**src/hw/rtl/hbp_pkg.sv**
```systemverilog
`default_nettype none
// ----------------------------------------------------------------------------
// hbp_pkg
// Shared types and constants of the harmonic bin packer: register indexes,
// reset values, count width and the sequencer state encoding.
// ----------------------------------------------------------------------------
package hbp_pkg;

   localparam int DEF_MAX_CLASSES = 12;
   localparam int DEF_SIZE_BITS   = 16;

   localparam int COUNT_BITS = 24;
   localparam logic [COUNT_BITS-1:0] COUNT_MAX = 24'hFF_FFFF;

   localparam int LIMIT_BITS = 4;
   localparam logic [LIMIT_BITS-1:0] LIMIT_RESET = 4'd6;

   // reset capacity before truncation to the configured size width
   localparam logic [31:0] CAP_RESET_VAL = 32'd65535;

   localparam int CSR_INDEX_BITS = 1;
   localparam logic [CSR_INDEX_BITS-1:0] CSR_CAPACITY = 1'b0;
   localparam logic [CSR_INDEX_BITS-1:0] CSR_LIMIT    = 1'b1;

   localparam logic MODE_PLACE = 1'b0;
   localparam logic MODE_CLEAR = 1'b1;

   typedef enum logic [3:0] {
      ST_IDLE  = 4'b0001,
      ST_DIV   = 4'b0010,
      ST_CLASS = 4'b0100,
      ST_DONE  = 4'b1000
   } state_type;

endpackage
`default_nettype wire

```
**src/hw/rtl/harmonic_bin_packer_core.sv**
```systemverilog
`default_nettype none
// ----------------------------------------------------------------------------
// harmonic_bin_packer_core
// Online Harmonic-K bin packer with one open bin per size class.
//
// Usage: a request word (req_mode, req_item_size) is taken when req_valid is
// high and req_stall is low. Mode place puts the item in class
// min(K, capacity / size); mode clear empties all bins and zeroes the count.
// Every request gives exactly one response word on the rsp_ channel, taken
// when rsp_valid is high and rsp_stall is low.
// A place request passes from acceptance through the radix-2 restoring
// divider, which forms capacity / size one quotient bit per cycle, then
// through class selection and the final step into the output register. A
// clear request or a rejected size skips the divider and class selection and
// goes straight to the final step. One request is in work at a time;
// req_stall is low only while the sequencer is idle.
// A finished response waits in the output register while rsp_stall is high;
// the next request can be taken meanwhile, and its result holds in the final
// step until the output register frees up.
// Reset (synchronous, active high) empties all bins, zeroes the count and
// loads capacity 65535 and class limit 6. Registers must be written through
// csr_write/csr_index/csr_wdata only while idle; the block does not check it.
// ----------------------------------------------------------------------------
module harmonic_bin_packer_core #(
   parameter int MAX_CLASSES = hbp_pkg::DEF_MAX_CLASSES,
   parameter int SIZE_BITS   = hbp_pkg::DEF_SIZE_BITS,
   localparam int CLASS_BITS = $clog2(MAX_CLASSES + 1)
) (
   input  wire logic                              clock,
   input  wire logic                              reset,

   input  wire logic                              csr_write,
   input  wire logic [hbp_pkg::CSR_INDEX_BITS-1:0] csr_index,
   input  wire logic [SIZE_BITS-1:0]              csr_wdata,

   input  wire logic                              req_valid,
   output logic                                   req_stall,
   input  wire logic                              req_mode,
   input  wire logic [SIZE_BITS-1:0]              req_item_size,

   output logic                                   rsp_valid,
   input  wire logic                              rsp_stall,
   output logic [CLASS_BITS-1:0]                  rsp_class_index,
   output logic                                   rsp_opened_bin,
   output logic [SIZE_BITS-1:0]                   rsp_class_level,
   output logic [hbp_pkg::COUNT_BITS-1:0]         rsp_bins_used,
   output logic                                   rsp_size_error
);

   localparam int IDX_BITS  = (MAX_CLASSES > 1) ? $clog2(MAX_CLASSES) : 1;
   localparam int STEP_BITS = (SIZE_BITS > 1) ? $clog2(SIZE_BITS) : 1;
   localparam int CMP_W     = (SIZE_BITS > CLASS_BITS) ? SIZE_BITS : CLASS_BITS;
   localparam int CNT_W     = hbp_pkg::COUNT_BITS;
   localparam logic [SIZE_BITS-1:0] CAP_RESET = SIZE_BITS'(hbp_pkg::CAP_RESET_VAL);
   localparam logic [STEP_BITS-1:0] STEP_LAST = STEP_BITS'(SIZE_BITS - 1);
   localparam logic [CMP_W-1:0]     MAX_EXT   = CMP_W'(MAX_CLASSES);

   // configuration
   logic [SIZE_BITS-1:0]              cap_ff;
   logic [hbp_pkg::LIMIT_BITS-1:0]    limit_ff;

   // sequencer and working registers
   hbp_pkg::state_type                state_ff, state_in;
   logic [STEP_BITS-1:0]              step_ff;
   logic                              mode_ff;
   logic                              err_ff;
   logic [SIZE_BITS-1:0]              size_ff;
   logic [SIZE_BITS-1:0]              dvd_ff;   // dividend in, quotient out
   logic [SIZE_BITS-1:0]              rem_ff;
   logic [CLASS_BITS-1:0]             k_ff;
   logic [SIZE_BITS-1:0]              lvl_ff;

   // packer state
   logic [SIZE_BITS-1:0]              levels_ff [MAX_CLASSES];
   logic [CNT_W-1:0]                  count_ff;

   // output register
   logic                              rsp_valid_ff;
   logic [CLASS_BITS-1:0]             rsp_class_ff;
   logic                              rsp_opened_ff;
   logic [SIZE_BITS-1:0]              rsp_level_ff;
   logic [CNT_W-1:0]                  rsp_count_ff;
   logic                              rsp_err_ff;

   logic                              req_take;
   logic                              bad_size;
   logic                              done_go;
   logic [SIZE_BITS:0]                rem_shift;
   logic [SIZE_BITS:0]                rem_diff;
   logic                              q_bit;
   logic [CMP_W-1:0]                  q_ext;
   logic [CMP_W-1:0]                  lim_raw;
   logic [CMP_W-1:0]                  lim;
   logic [CMP_W-1:0]                  k_sel;
   logic [IDX_BITS-1:0]               idx_class;
   logic [IDX_BITS-1:0]               idx_done;
   logic [SIZE_BITS:0]                sum;
   logic                              fits;
   logic [SIZE_BITS-1:0]              new_level;
   logic [CNT_W-1:0]                  count_inc;

   assign req_stall = (state_ff != hbp_pkg::ST_IDLE);
   assign req_take  = req_valid && !req_stall;
   assign bad_size  = (req_item_size == '0) || (req_item_size > cap_ff);
   assign done_go   = (state_ff == hbp_pkg::ST_DONE) && (!rsp_valid_ff || !rsp_stall);

   // one restoring-division step
   assign rem_shift = {rem_ff, dvd_ff[SIZE_BITS-1]};
   assign rem_diff  = rem_shift - {1'b0, size_ff};
   assign q_bit     = !rem_diff[SIZE_BITS];

   // class = min(limit, quotient); limit clamped into 1..MAX_CLASSES
   assign q_ext   = CMP_W'(dvd_ff);
   assign lim_raw = CMP_W'(limit_ff);
   always_comb begin
      priority if (lim_raw == '0) begin
         lim = CMP_W'(1);
      end else if (lim_raw > MAX_EXT) begin
         lim = MAX_EXT;
      end else begin
         lim = lim_raw;
      end
   end
   assign k_sel     = (q_ext > lim) ? lim : q_ext;
   assign idx_class = IDX_BITS'(k_sel - CMP_W'(1));
   assign idx_done  = IDX_BITS'(k_ff - CLASS_BITS'(1));

   assign sum       = {1'b0, lvl_ff} + {1'b0, size_ff};
   assign fits      = (lvl_ff != '0) && (sum <= {1'b0, cap_ff});
   assign new_level = fits ? sum[SIZE_BITS-1:0] : size_ff;
   assign count_inc = (count_ff != hbp_pkg::COUNT_MAX && !fits) ? count_ff + CNT_W'(1)
                                                                : count_ff;

   always_comb begin
      state_in = state_ff;
      unique case (state_ff)
         hbp_pkg::ST_IDLE: begin
            if (req_take) begin
               if (req_mode == hbp_pkg::MODE_CLEAR || bad_size) begin
                  state_in = hbp_pkg::ST_DONE;
               end else begin
                  state_in = hbp_pkg::ST_DIV;
               end
            end
         end
         hbp_pkg::ST_DIV: begin
            if (step_ff == '0) begin
               state_in = hbp_pkg::ST_CLASS;
            end
         end
         hbp_pkg::ST_CLASS: begin
            state_in = hbp_pkg::ST_DONE;
         end
         hbp_pkg::ST_DONE: begin
            if (done_go) begin
               state_in = hbp_pkg::ST_IDLE;
            end
         end
         default: begin
            state_in = hbp_pkg::ST_IDLE;
         end
      endcase
   end

   always_ff @(posedge clock) begin
      if (reset) begin
         state_ff <= hbp_pkg::ST_IDLE;
      end else begin
         state_ff <= state_in;
      end
   end

   // configuration registers
   always_ff @(posedge clock) begin
      if (reset) begin
         cap_ff   <= CAP_RESET;
         limit_ff <= hbp_pkg::LIMIT_RESET;
      end else if (csr_write) begin
         unique case (csr_index)
            hbp_pkg::CSR_CAPACITY: cap_ff   <= csr_wdata;
            hbp_pkg::CSR_LIMIT:    limit_ff <= csr_wdata[hbp_pkg::LIMIT_BITS-1:0];
            default: ;
         endcase
      end
   end

   // datapath working registers
   always_ff @(posedge clock) begin
      priority if (req_take) begin
         mode_ff <= req_mode;
         // a clear ignores the size field
         err_ff  <= bad_size && (req_mode == hbp_pkg::MODE_PLACE);
         size_ff <= req_item_size;
         dvd_ff  <= cap_ff;
         rem_ff  <= '0;
         step_ff <= STEP_LAST;
      end else if (state_ff == hbp_pkg::ST_DIV) begin
         rem_ff  <= q_bit ? rem_diff[SIZE_BITS-1:0] : rem_shift[SIZE_BITS-1:0];
         dvd_ff  <= {dvd_ff[SIZE_BITS-2:0], q_bit};
         step_ff <= step_ff - STEP_BITS'(1);
      end else if (state_ff == hbp_pkg::ST_CLASS) begin
         k_ff   <= CLASS_BITS'(k_sel);
         lvl_ff <= levels_ff[idx_class];
      end
   end

   // bin levels and count
   always_ff @(posedge clock) begin
      if (reset) begin
         for (int i = 0; i < MAX_CLASSES; i++) begin
            levels_ff[i] <= '0;
         end
         count_ff <= '0;
      end else if (done_go && !err_ff) begin
         if (mode_ff == hbp_pkg::MODE_CLEAR) begin
            for (int i = 0; i < MAX_CLASSES; i++) begin
               levels_ff[i] <= '0;
            end
            count_ff <= '0;
         end else begin
            levels_ff[idx_done] <= new_level;
            count_ff            <= count_inc;
         end
      end
   end

   // output register
   always_ff @(posedge clock) begin
      if (reset) begin
         rsp_valid_ff <= 1'b0;
      end else if (done_go) begin
         rsp_valid_ff <= 1'b1;
      end else if (rsp_valid_ff && !rsp_stall) begin
         rsp_valid_ff <= 1'b0;
      end
   end

   always_ff @(posedge clock) begin
      if (done_go) begin
         priority if (mode_ff == hbp_pkg::MODE_CLEAR) begin
            rsp_class_ff  <= '0;
            rsp_opened_ff <= 1'b0;
            rsp_level_ff  <= '0;
            rsp_count_ff  <= '0;
            rsp_err_ff    <= 1'b0;
         end else if (err_ff) begin
            rsp_class_ff  <= '0;
            rsp_opened_ff <= 1'b0;
            rsp_level_ff  <= '0;
            rsp_count_ff  <= count_ff;
            rsp_err_ff    <= 1'b1;
         end else begin
            rsp_class_ff  <= k_ff;
            rsp_opened_ff <= !fits;
            rsp_level_ff  <= new_level;
            rsp_count_ff  <= count_inc;
            rsp_err_ff    <= 1'b0;
         end
      end
   end

   assign rsp_valid       = rsp_valid_ff;
   assign rsp_class_index = rsp_class_ff;
   assign rsp_opened_bin  = rsp_opened_ff;
   assign rsp_class_level = rsp_level_ff;
   assign rsp_bins_used   = rsp_count_ff;
   assign rsp_size_error  = rsp_err_ff;

   // a finished word reaches the output register in the next cycle
   a_done_to_rsp: assert property (@(posedge clock) disable iff (reset)
      done_go |=> rsp_valid_ff)
      else $error("finished word did not reach the output register");

   // the divider leaves after its last step into class selection
   a_div_exit: assert property (@(posedge clock) disable iff (reset)
      (state_ff == hbp_pkg::ST_DIV && step_ff == '0) |=> state_ff == hbp_pkg::ST_CLASS)
      else $error("divider did not finish on its last step");

   // a placed item always lands in a class from 1 to MAX_CLASSES
   a_class_range: assert property (@(posedge clock) disable iff (reset)
      (done_go && !err_ff && mode_ff == hbp_pkg::MODE_PLACE)
      |-> (k_ff != '0 && CMP_W'(k_ff) <= MAX_EXT))
      else $error("class index out of range");

   // the count only drops on a clear
   a_count_mono: assert property (@(posedge clock) disable iff (reset)
      (done_go && mode_ff == hbp_pkg::MODE_PLACE) |=> count_ff >= $past(count_ff))
      else $error("bin count dropped on a placement");

   // a rejected size reports no class and no new bin
   a_err_word: assert property (@(posedge clock) disable iff (reset)
      (rsp_valid_ff && rsp_err_ff) |-> (rsp_class_ff == '0 && !rsp_opened_ff))
      else $error("error word carries a class or an opened bin");

endmodule
`default_nettype wire
```
**config.mk**
```make
export PLATFORM = sky130hd
export DESIGN_NAME = harmonic_bin_packer_core
export DESIGN_NICKNAME = d
export VERILOG_FILES = /design/src/hw/rtl/hbp_pkg.sv /design/src/hw/rtl/harmonic_bin_packer_core.sv
export SDC_FILE = /design/constraint.sdc
export NUM_CORES = 1
export LEC_CHECK = 0
export BUFFER_PORTS_ARGS = -buffer_cell sky130_fd_sc_hd__buf_2
export CAP_MARGIN = 20
export CORE_MARGIN = 4
export CORE_UTILIZATION = 60
export CTS_CLUSTER_SIZE = 16
export DETAILED_ROUTE_END_ITERATION = 12
export GPL_TIMING_DRIVEN = 0
export MAX_ROUTING_LAYER = met4
export PLACE_DENSITY = 0.78
export SYNTH_ARGS = -nofsm -noshare
export SYNTH_HDL_FRONTEND = slang
export SYNTH_SLANG_ARGS = --single-unit
```
**constraint.sdc**
```tcl
create_clock -name clock -period 5.79 [get_ports clock]
set_input_delay 0.2895 -clock clock [delete_from_list [all_inputs] [get_ports clock]]
set_output_delay 0.2895 -clock clock [all_outputs]
set_load 0.005 [all_outputs]
```
==> flow_metrics.env, run 1 <==
export IMPL_die_w_um=195
export IMPL_max_freq_mhz=186
export IMPL_nets=2030
export IMPL_hp_class="in -> reg"
export IMPL_area_growth_pct=13.8
export IMPL_core_area_um2=34500
export IMPL_layout_cells_non_filler=2407
export IMPL_synth_most_common_cell="edfxtp_1"
export IMPL_antenna_found_initial=0
export IMPL_grt_pass1_wl_um=84900
export IMPL_crit_chain="ha_1 > fa_1 > a211oi_1 > o21ai_1 > a31oi_1 > nor2b_1 > o31a_1 > ha_1 > a211oi_1 > o21ai_0 > o211ai_1 > o211ai_1 > a211oi_4 > buf_12 > mux2i_1 > clkbuf_1 > inv_1"
export IMPL_dp_cells=2293
export IMPL_min_to="cap_ff[8]$_SDFFE_PP1P_"
export IMPL_final_hold_violation_count=0
export IMPL_worstPathRequired_ns=6.08
export IMPL_finalClockSkew_ns=0.0458
export IMPL_synthesis_nets=1861
export IMPL_ys_types=76
export IMPL_setup_ws_ns=0.416
export IMPL_cts_sinks=425
export IMPL_finalPower_mw=7.97
export IMPL_vias=15400
export IMPL_ff_latch_area_um2=12100
export IMPL_final_cell_area_um2=23900
export IMPL_cp_arrival_ns=5.67
export IMPL_crit_path_max_incr_delay_ns=0.67
export IMPL_num_rows=68
export IMPL_cts_buffer_depth=3
export IMPL_crit_type="reg -> reg"
export IMPL_layout_drive_gt1_share_pct=15.7
export IMPL_rrSetupSlack_ns=0.42
export IMPL_multiInputGateArea_um2=8180
export IMPL_postSynthAreaPerCell_um2=12.0
export IMPL_critPathTopFamily="compound AO/OA/AOI/OAI gates"
export IMPL_rr_endpoint="levels_ff[15][3]$_DFFE_PP_"
export IMPL_clkLatencyLatePin_ns=0.60
export IMPL_r2r_cells=17
export IMPL_yosys_top_cells_area="edfxtp_1, mux4_2, dfxtp_1"
export IMPL_grt_start_max_net_pins=31
export IMPL_dpl_instance_area_um2=22000
export IMPL_yosys_warnings=0
export IMPL_io_buffer_count=85
export IMPL_synth_seq_cells=425
export IMPL_drtAntennaViolNets=0
export IMPL_ios=87
export IMPL_power_density_nw_per_um2=334
export IMPL_fp_dieH_um=195
export IMPL_pre_cts_slack_ns=-0.0717
export IMPL_rsz0062_at_grt="no"
export IMPL_syn_instance_count=1749
export IMPL_n_antenna_cell=0
export IMPL_cts_made_buffers=45
export IMPL_maxSlewHeadroom_pct=30.0
export IMPL_synthFlopType="edfxtp_1"
export IMPL_worst_pin_slew_ns=1.05
export IMPL_gp_congestion=0.918
export IMPL_fillers=2455
export IMPL_drtPass1Iterations=6
export IMPL_drc=0
export IMPL_fin_crit_sh_pct=92.8
export IMPL_grt_usage_pct=29.2
export IMPL_cts_tree="built"
export IMPL_setup_violations=0
export IMPL_path_max_fanout=10
export IMPL_wl_per_cell_um=22.7
export IMPL_startpoint_type="flip-flop"
export IMPL_initial_core_util_pct=60.7
export IMPL_path_clk_slew_ns=0.06
export IMPL_holdPathStages=3
export IMPL_utilization_pct=69.1
export IMPL_async_reset_ff_share_pct=0
export IMPL_grt_overflow_total=0
export IMPL_cap_violations=0
export IMPL_end_kind="flip-flop"
export IMPL_status="finished, final reports clean"
export IMPL_synthTopCellsByCount="edfxtp_1, nor2_1, nand2_1"
export IMPL_synth_edf_count=356
export IMPL_whs_ns=0.00686
export IMPL_ir_worst_vdd_mv=0.270
export IMPL_critPathBufInv=3
export IMPL_setup_tns_final_ns=0
export IMPL_viasPerCell=6.41
export IMPL_cp_slowest_cell="mux2i_1"
export IMPL_syn_area_um2=21000
export IMPL_htreeDepth=2
export IMPL_routed_wirelength_um=54700
export IMPL_cts_root_buffer="clkbuf_16"
export IMPL_die_area_um2=38000
export IMPL_p_leak_nw=9.23
export IMPL_yosys_area_top_type="edfxtp_1"
export IMPL_drt_iter0_markers=1654
export IMPL_yosys_area_top_type_share_pct=51.0
export IMPL_hpwlAfterDp_um=38000
export IMPL_ys_seq_area_share_pct=57.5
export IMPL_finalMaxSlewViolations=0
export IMPL_grt_pass1_vias=15200
export IMPL_r2r_start="size_ff[0]$_DFFE_PP_"
export IMPL_min_period_ns=5.37
export IMPL_hold_start="csr_wdata[8]"
placed cells by master, fill, tap and decap left out, types with 16 or more instances in the layout:
cell	n
mux4_2	64
inv_1	73
nand4_1	22
o21ai_0	48
nor4_1	27
nor3_1	27
edfxtp_1	356
dlygate4sd3_1	32
nand3_1	45
nand2_1	133
buf_2	122
mux2i_1	64
clkbuf_16	45
a21oi_1	50
ha_1	71
o311ai_0	16
o211ai_1	31
dfxtp_1	69
clkbuf_1	69
nor2_1	286
nor2b_1	31
mux2_2	17
cells by family after synthesis:
logic type | Yosys count | share of synthesized area, %
fa+ha+maj | 73 | 4.43
xor+xnor | 22 | 0.919
mux | 147 | 10.9
simple gates | 653 | 14.6
compound gates | 246 | 8.09
flops | 425 | 57.5
buf+inv | 183 | 3.51
state kept, by name, summed over array words and instances, names as in the netlist, 16 cells and up:
name and count:
cap_ff 16, count_ff 24, dvd_ff 16, levels_ff 256, lvl_ff 16, rem_ff 16, rsp_bins_used 24, rsp_class_level 16
size_ff 16
area by class of cell:
type,count,area share (%)
buffer,108,1.95
clock buffer,59,5.11
clock inverter,22,1.11
inverter,74,1.16
multi-input combinational,1141,34.3
sequential,425,50.6
tap,455,2.39
timing repair buffer,123,3.41
worst max-delay path by stage:
stage               cells past startpoint                startpoint                         end  slack, ns
floorplan                              16  limit_ff[2]$_SDFFE_PP1P_         lvl_ff[3]$_DFFE_PP_       1.36
global placement                       16  limit_ff[2]$_SDFFE_PP1P_         lvl_ff[0]$_DFFE_PP_       0.06
detailed placement                     16  limit_ff[2]$_SDFFE_PP1P_         lvl_ff[1]$_DFFE_PP_      -0.07
CTS                                    16  limit_ff[2]$_SDFFE_PP1P_         lvl_ff[1]$_DFFE_PP_       0.02
global route                           17  limit_ff[2]$_SDFFE_PP1P_         lvl_ff[1]$_DFFE_PP_       0.06
finish                                 17      size_ff[0]$_DFFE_PP_  levels_ff[15][3]$_DFFE_PP_       0.42
worst reg2reg max path, cell delays in order (launching register included):
cell and delay (ns):
edfxtp_1 0.51, ha_1 0.28, fa_1 0.42, a211oi_1 0.33, o21ai_1 0.23, a31oi_1 0.23
nor2b_1 0.07, o31a_1 0.27, ha_1 0.30, a211oi_1 0.19, o21ai_0 0.12, o211ai_1 0.11
o211ai_1 0.19, a211oi_4 0.33, buf_12 0.16, mux2i_1 0.67, clkbuf_1 0.48, inv_1 0.19
repair_timing:
item / in CTS / in global routing
hold endpoints to repair: 37 / 0
setup endpoints to repair: 5 / 53
hold buffers: 32 / 0
resized for setup: 2 / 17
pin swaps: 0 / 1
buffers inserted: 0 / 2
power by group:
part           switching (mW)  internal [mW]
sequential             0.0962           3.56
combinational           0.929          0.480
clock                    1.22           1.68
metal layers:
layer  part of all wire (%)  up-vias  track usage (%)
li1                       -     6859                -
met5                      0        -                -
met3                    8.7      154             4.69
met4                    3.6        0             11.1
met1                     39     7563             38.1
met2                     49      854             46.9
Power figures use the tool's default switching activity.
==> run 2: changes to the inputs <==
==> constraint.sdc (replaced) <==
create_clock -name clock -period 6.7 [get_ports clock]
set_input_delay 0.335 -clock clock [delete_from_list [all_inputs] [get_ports clock]]
set_output_delay 0.335 -clock clock [all_outputs]
set_load 0.005 [all_outputs]
==> flow_metrics.env, run 2 (same netlist as run 1, synthesis figures left out) <==
export IMPL_status="finished, final reports clean"
export IMPL_finalClockSkew_ns=0.0426
export IMPL_antenna_found_initial=0
export IMPL_finalMaxSlewViolations=0
export IMPL_gp_congestion=0.918
export IMPL_ctsResizeCount=0
export IMPL_final_hold_violation_count=0
export IMPL_die_area_um2=38000
export IMPL_ios=87
export IMPL_worst_pin_slew_ns=1.12
export IMPL_grt_pass1_vias=15100
export IMPL_mostFrequentLayoutCells="edfxtp_1, nor2_1, nand2_1"
export IMPL_pre_cts_slack_ns=0.838
export IMPL_viasPerCell=6.42
export IMPL_area_growth_pct=12.8
export IMPL_final_common_cell="edfxtp_1"
export IMPL_grt_start_max_net_pins=31
export IMPL_worstPathRequired_ns=7.00
export IMPL_hp_class="in -> reg"
export IMPL_crit_chain="a21boi_0 > or2_2 > ha_1 > and4_1 > a21oi_1 > nor2_1 > a21oi_1 > inv_1 > buf_2 > buf_2 > ha_1 > clkbuf_1 > clkbuf_1 > mux4_2 > mux2i_1 > mux2i_1"
export IMPL_crit_type="reg -> reg"
export IMPL_clkLatencyLatePin_ns=0.59
export IMPL_dp_cells=2293
export IMPL_cts_made_buffers=45
export IMPL_drtPass1Iterations=6
export IMPL_grt_overflow_total=0
export IMPL_cts_sinks=425
export IMPL_setup_violations=0
export IMPL_cp_slowest_cell="clkbuf_1"
export IMPL_path_max_fanout=10
export IMPL_largest_reg_flops=256
export IMPL_crit_path_max_incr_delay_ns=0.79
export IMPL_grt_usage_pct=29.0
export IMPL_drc=0
export IMPL_grt_pass1_wl_um=84100
export IMPL_path_clk_slew_ns=0.06
export IMPL_rsz0062_at_grt="no"
export IMPL_layout_drive_gt1_share_pct=15.2
export IMPL_critPathBufInv=5
export IMPL_dpl_instance_area_um2=22000
export IMPL_setup_ws_ns=0.848
export IMPL_cts_root_buffer="clkbuf_16"
export IMPL_setup_tns_final_ns=0
export IMPL_wl_per_cell_um=22.7
export IMPL_fin_crit_sh_pct=87.4
export IMPL_io_buffer_count=85
export IMPL_cts_buffer_depth=3
export IMPL_cts_tree="built"
export IMPL_cap_violations=0
export IMPL_num_rows=68
export IMPL_ir_worst_vdd_mv=0.232
export IMPL_fp_dieH_um=195
export IMPL_layout_cells_non_filler=2390
export IMPL_startpoint_type="flip-flop"
export IMPL_p_leak_nw=9.14
export IMPL_min_period_ns=5.85
export IMPL_drtAntennaViolNets=0
export IMPL_final_cell_area_um2=23700
export IMPL_drt_iter0_markers=1639
export IMPL_regMostFlops="levels_ff"
export IMPL_vias=15400
export IMPL_n_antenna_cell=0
export IMPL_routed_wirelength_um=54100
export IMPL_fillers=2485
export IMPL_maxSlewHeadroom_pct=25.2
export IMPL_nets=2013
export IMPL_hpwlAfterDp_um=38000
export IMPL_max_freq_mhz=171
export IMPL_cp_arrival_ns=6.15
export IMPL_power_density_nw_per_um2=290
export IMPL_end_kind="flip-flop"
export IMPL_core_area_um2=34500
export IMPL_critPathTopFamily="buffers and inverters"
export IMPL_initial_core_util_pct=60.7
export IMPL_die_w_um=195
export IMPL_htreeDepth=2
==> run 2: cell types whose count changed in the layout (fill, tap and decap cells not counted), sizes merged <==
| cell | before | now |
|---|---|---|
| dlygate4sd3 | 32 | 15 |
| clkbuf | 126 | 125 |
| buf | 132 | 133 |
==> run 2: layer usage <==
layer	up-vias	routed length [um]	GRT usage, %
met5	-	0	-
met4	0	2140	10.9
li1	6842	-	-
met2	844	26200	46.4
met3	164	5010	4.59
met1	7503	20800	37.9
==> run 2: final timing paths <==
path,endpoint,cells past startpoint,slack (ns),startpoint
hold / removal,cap_ff[15]$_SDFFE_PP1P_,3,0.03,csr_wdata[15]
hold reg to reg,limit_ff[0]$_SDFFE_PP0P_,2,0.48,limit_ff[0]$_SDFFE_PP0P_
setup reg to reg,lvl_ff[1]$_DFFE_PP_,16,0.85,limit_ff[2]$_SDFFE_PP1P_
setup / recovery,lvl_ff[1]$_DFFE_PP_,16,0.85,limit_ff[2]$_SDFFE_PP1P_
==> run 2: metrics by stage <==
| step | utilization (%) | hold WS (ns) | total power [mW] |
|---|---|---|---|
| 6_report | 68.5 | 0.0257 | 6.86 |
| 5_1_grt | 68.5 | 0.0161 | 7.10 |
| 3_5_place_dp | 63.7 | 0.467 | 4.37 |
| 4_1_cts | 68.5 | 0.000426 | 6.86 |
| 2_1_floorplan | - | 0.434 | 3.97 |
| 3_3_place_gp | 63.6 | 0.464 | 4.32 |
==> run 2: what timing repair did <==
| item | in CTS | in global routing |
|---|---|---|
| hold buffers | 15 | 0 |
| setup buffers | 0 | 0 |
| hold endpoints to repair | 15 | 0 |
==> run 2: tightest hold or removal path, delay by kind of cell <==
family	cells	cell delay, ns
AOI/OAI and AO/OA	1	0.08
buffers and inverters	1	0.08
and+or+nand+nor	1	0.05
==> run 2: layout make-up <==
type                    count  area [um^2]  share of cell area, %
flip-flops and latches    425        12100                   51.0
multi-input cells        1141         8180                   34.5
clock buffers              59         1220                   5.15
repair buffers            105          631                   2.66
well taps                 455          569                   2.41
plain buffers             109          458                   1.93
inverters                  74          278                   1.17
clock inverters            22          264                   1.12
==> run 2: where the power goes <==
group	leakage, nW	internal [mW]	switching [mW]	total [mW]
clock network	0.730	1.45	1.05	2.50
logic	4.38	0.401	0.799	1.20
registers	4.03	3.08	0.0822	3.16
==> run 3: changes to the inputs <==
--- a/config.mk
+++ b/config.mk
@@ -7,13 +7,15 @@
 export LEC_CHECK = 0
 export BUFFER_PORTS_ARGS = -buffer_cell sky130_fd_sc_hd__buf_2
 export CAP_MARGIN = 20
+export CELL_PAD_IN_SITES_DETAIL_PLACEMENT = 0
+export CELL_PAD_IN_SITES_GLOBAL_PLACEMENT = 1
 export CORE_MARGIN = 4
-export CORE_UTILIZATION = 60
+export CORE_UTILIZATION = 55
 export CTS_CLUSTER_SIZE = 16
 export DETAILED_ROUTE_END_ITERATION = 12
 export GPL_TIMING_DRIVEN = 0
 export MAX_ROUTING_LAYER = met4
-export PLACE_DENSITY = 0.78
+export PLACE_DENSITY = 0.86
 export SYNTH_ARGS = -nofsm -noshare
 export SYNTH_HDL_FRONTEND = slang
 export SYNTH_SLANG_ARGS = --single-unit
==> constraint.sdc (replaced) <==
create_clock -name clock -period 6.7 [get_ports clock]
set_input_delay 0.67 -clock clock [delete_from_list [all_inputs] [get_ports clock]]
set_output_delay 0.67 -clock clock [all_outputs]
set_load 0.005 [all_outputs]
==> flow_metrics.env, run 3 (same netlist as run 1, synthesis figures left out) <==
export IMPL_grt_pass1_wl_um=83100
export IMPL_crit_type="reg -> reg"
export IMPL_fin_crit_sh_pct=90.0
export IMPL_startpoint_type="flip-flop"
export IMPL_cp_arrival_ns=6.31
export IMPL_hp_class="in -> reg"
export IMPL_antenna_found_initial=0
export IMPL_cts_tree="built"
export IMPL_min_to="size_ff[0]$_DFFE_PP_"
export IMPL_n_antenna_cell=0
export IMPL_largest_reg_flops=256
export IMPL_maxSlewHeadroom_pct=32.8
export IMPL_rr_endpoint="lvl_ff[10]$_DFFE_PP_"
export IMPL_final_hold_violation_count=0
export IMPL_die_area_um2=41300
export IMPL_postCtsSetupBuffers=0
export IMPL_cts_made_buffers=45
export IMPL_clkLatencyLatePin_ns=0.57
export IMPL_grt_usage_pct=26.9
export IMPL_max_freq_mhz=166
export IMPL_layout_drive_gt1_share_pct=15.1
export IMPL_p_leak_nw=9.03
export IMPL_worst_pin_slew_ns=1.00
export IMPL_ctsHoldBuffers=0
export IMPL_gp_congestion=0.919
export IMPL_area_growth_pct=12.0
export IMPL_utilization_pct=62.4
export IMPL_cap_violations=0
export IMPL_hpwlAfterDp_um=39300
export IMPL_drtPass1Iterations=5
export IMPL_worstPathRequired_ns=6.98
export IMPL_setup_violations=0
export IMPL_cts_buffer_depth=3
export IMPL_mostFrequentLayoutCells="edfxtp_1, nor2_1, nand2_1"
export IMPL_drc=0
export IMPL_path_clk_slew_ns=0.06
export IMPL_cts_sinks=425
export IMPL_rsz0062_at_grt="no"
export IMPL_setup_tns_final_ns=0
export IMPL_ir_worst_vdd_mv=0.236
export IMPL_r2r_cells=16
export IMPL_htreeDepth=2
export IMPL_hold_start="req_item_size[0]"
export IMPL_grt_pass1_vias=14500
export IMPL_fp_dieH_um=203
export IMPL_nets=1998
export IMPL_grt_start_max_net_pins=36
export IMPL_core_area_um2=37700
export IMPL_num_rows=71
export IMPL_power_density_nw_per_um2=287
export IMPL_end_kind="flip-flop"
export IMPL_final_common_cell="edfxtp_1"
export IMPL_vias=14800
export IMPL_finalClockSkew_ns=0.0249
export IMPL_ctsResizeCount=0
export IMPL_holdPathStages=1
export IMPL_routed_wirelength_um=54800
export IMPL_rrSetupSlack_ns=0.67
export IMPL_die_w_um=203
export IMPL_initial_core_util_pct=55.7
export IMPL_viasPerCell=6.08
export IMPL_finalMaxSlewViolations=0
export IMPL_grt_overflow_total=0
export IMPL_wl_per_cell_um=22.5
export IMPL_status="finished, final reports clean"
export IMPL_r2r_start="limit_ff[2]$_SDFFE_PP1P_"
export IMPL_startpoint="limit_ff[2]$_SDFFE_PP1P_"
export IMPL_path_max_fanout=10
export IMPL_io_buffer_count=85
export IMPL_cts_root_buffer="clkbuf_16"
export IMPL_regMostFlops="levels_ff"
export IMPL_drtAntennaViolNets=0
export IMPL_ios=87
export IMPL_drt_iter0_markers=1324
export IMPL_min_period_ns=6.03
## run 3: cell type report
type | instances | area (um^2)
buffer | 109 | 458
clock inverter | 30 | 224
inverter | 74 | 278
fill | 2978 | 14200
multi-input combinational | 1141 | 8180
clock buffer | 52 | 1160
timing repair buffer | 90 | 480
tap | 511 | 639
sequential | 425 | 12100
## run 3: worst max path at each step
stage	to	slack, ns	cells after the start
CTS	lvl_ff[0]$_DFFE_PP_	0.57	16
floorplan	lvl_ff[3]$_DFFE_PP_	2.27	16
global placement	lvl_ff[0]$_DFFE_PP_	0.65	16
detailed placement	lvl_ff[0]$_DFFE_PP_	0.56	16
finish	lvl_ff[10]$_DFFE_PP_	0.67	16
global route	lvl_ff[10]$_DFFE_PP_	0.21	16
## run 3: metrics by stage
stage	hold WS, ns	area (um^2)	std cells	power (mW)	setup WS [ns]
2_1_floorplan	0.445	21000	1749	3.97	2.27
4_1_cts	0.306	23500	2430	6.76	0.570
3_5_place_dp	0.472	22100	2348	4.39	0.560
5_1_grt	0.316	23500	2432	7.00	0.213
3_3_place_gp	0.465	22000	2345	4.35	0.649
6_report	0.335	23500	2432	6.74	0.668
## run 3: power breakdown
| part | internal, mW | leakage [nW] | switching, mW |
|---|---|---|---|
| Sequential | 3.08 | 4.03 | 0.0796 |
| Combinational | 0.394 | 4.32 | 0.799 |
| Clock | 1.36 | 0.688 | 1.03 |
## run 3: worst max-delay path: stages, from the launching register on
cell and delay, ns:
dfxtp_1 0.44, a21boi_0 0.15, or2_2 0.31, ha_1 0.28
and4_1 0.21, a21oi_1 0.28, nor2_1 0.20, a21oi_1 0.34
inv_1 0.09, buf_2 0.23, buf_2 0.27, ha_1 0.32
clkbuf_1 0.73, clkbuf_1 0.79, mux4_2 0.62, mux2i_1 0.34
mux2i_1 0.14
## run 3: routing by layer
metal | GRT usage [%] | share of wire, % | wire, um | vias to the layer above
met3 | 4.28 | 7.0 | 3850 | 100
met2 | 44.1 | 49 | 27000 | 550
li1 | - | - | - | 6800
met1 | 35.0 | 40 | 22100 | 7328
met4 | 8.60 | 3.3 | 1820 | 0
met5 | - | 0 | 0 | -
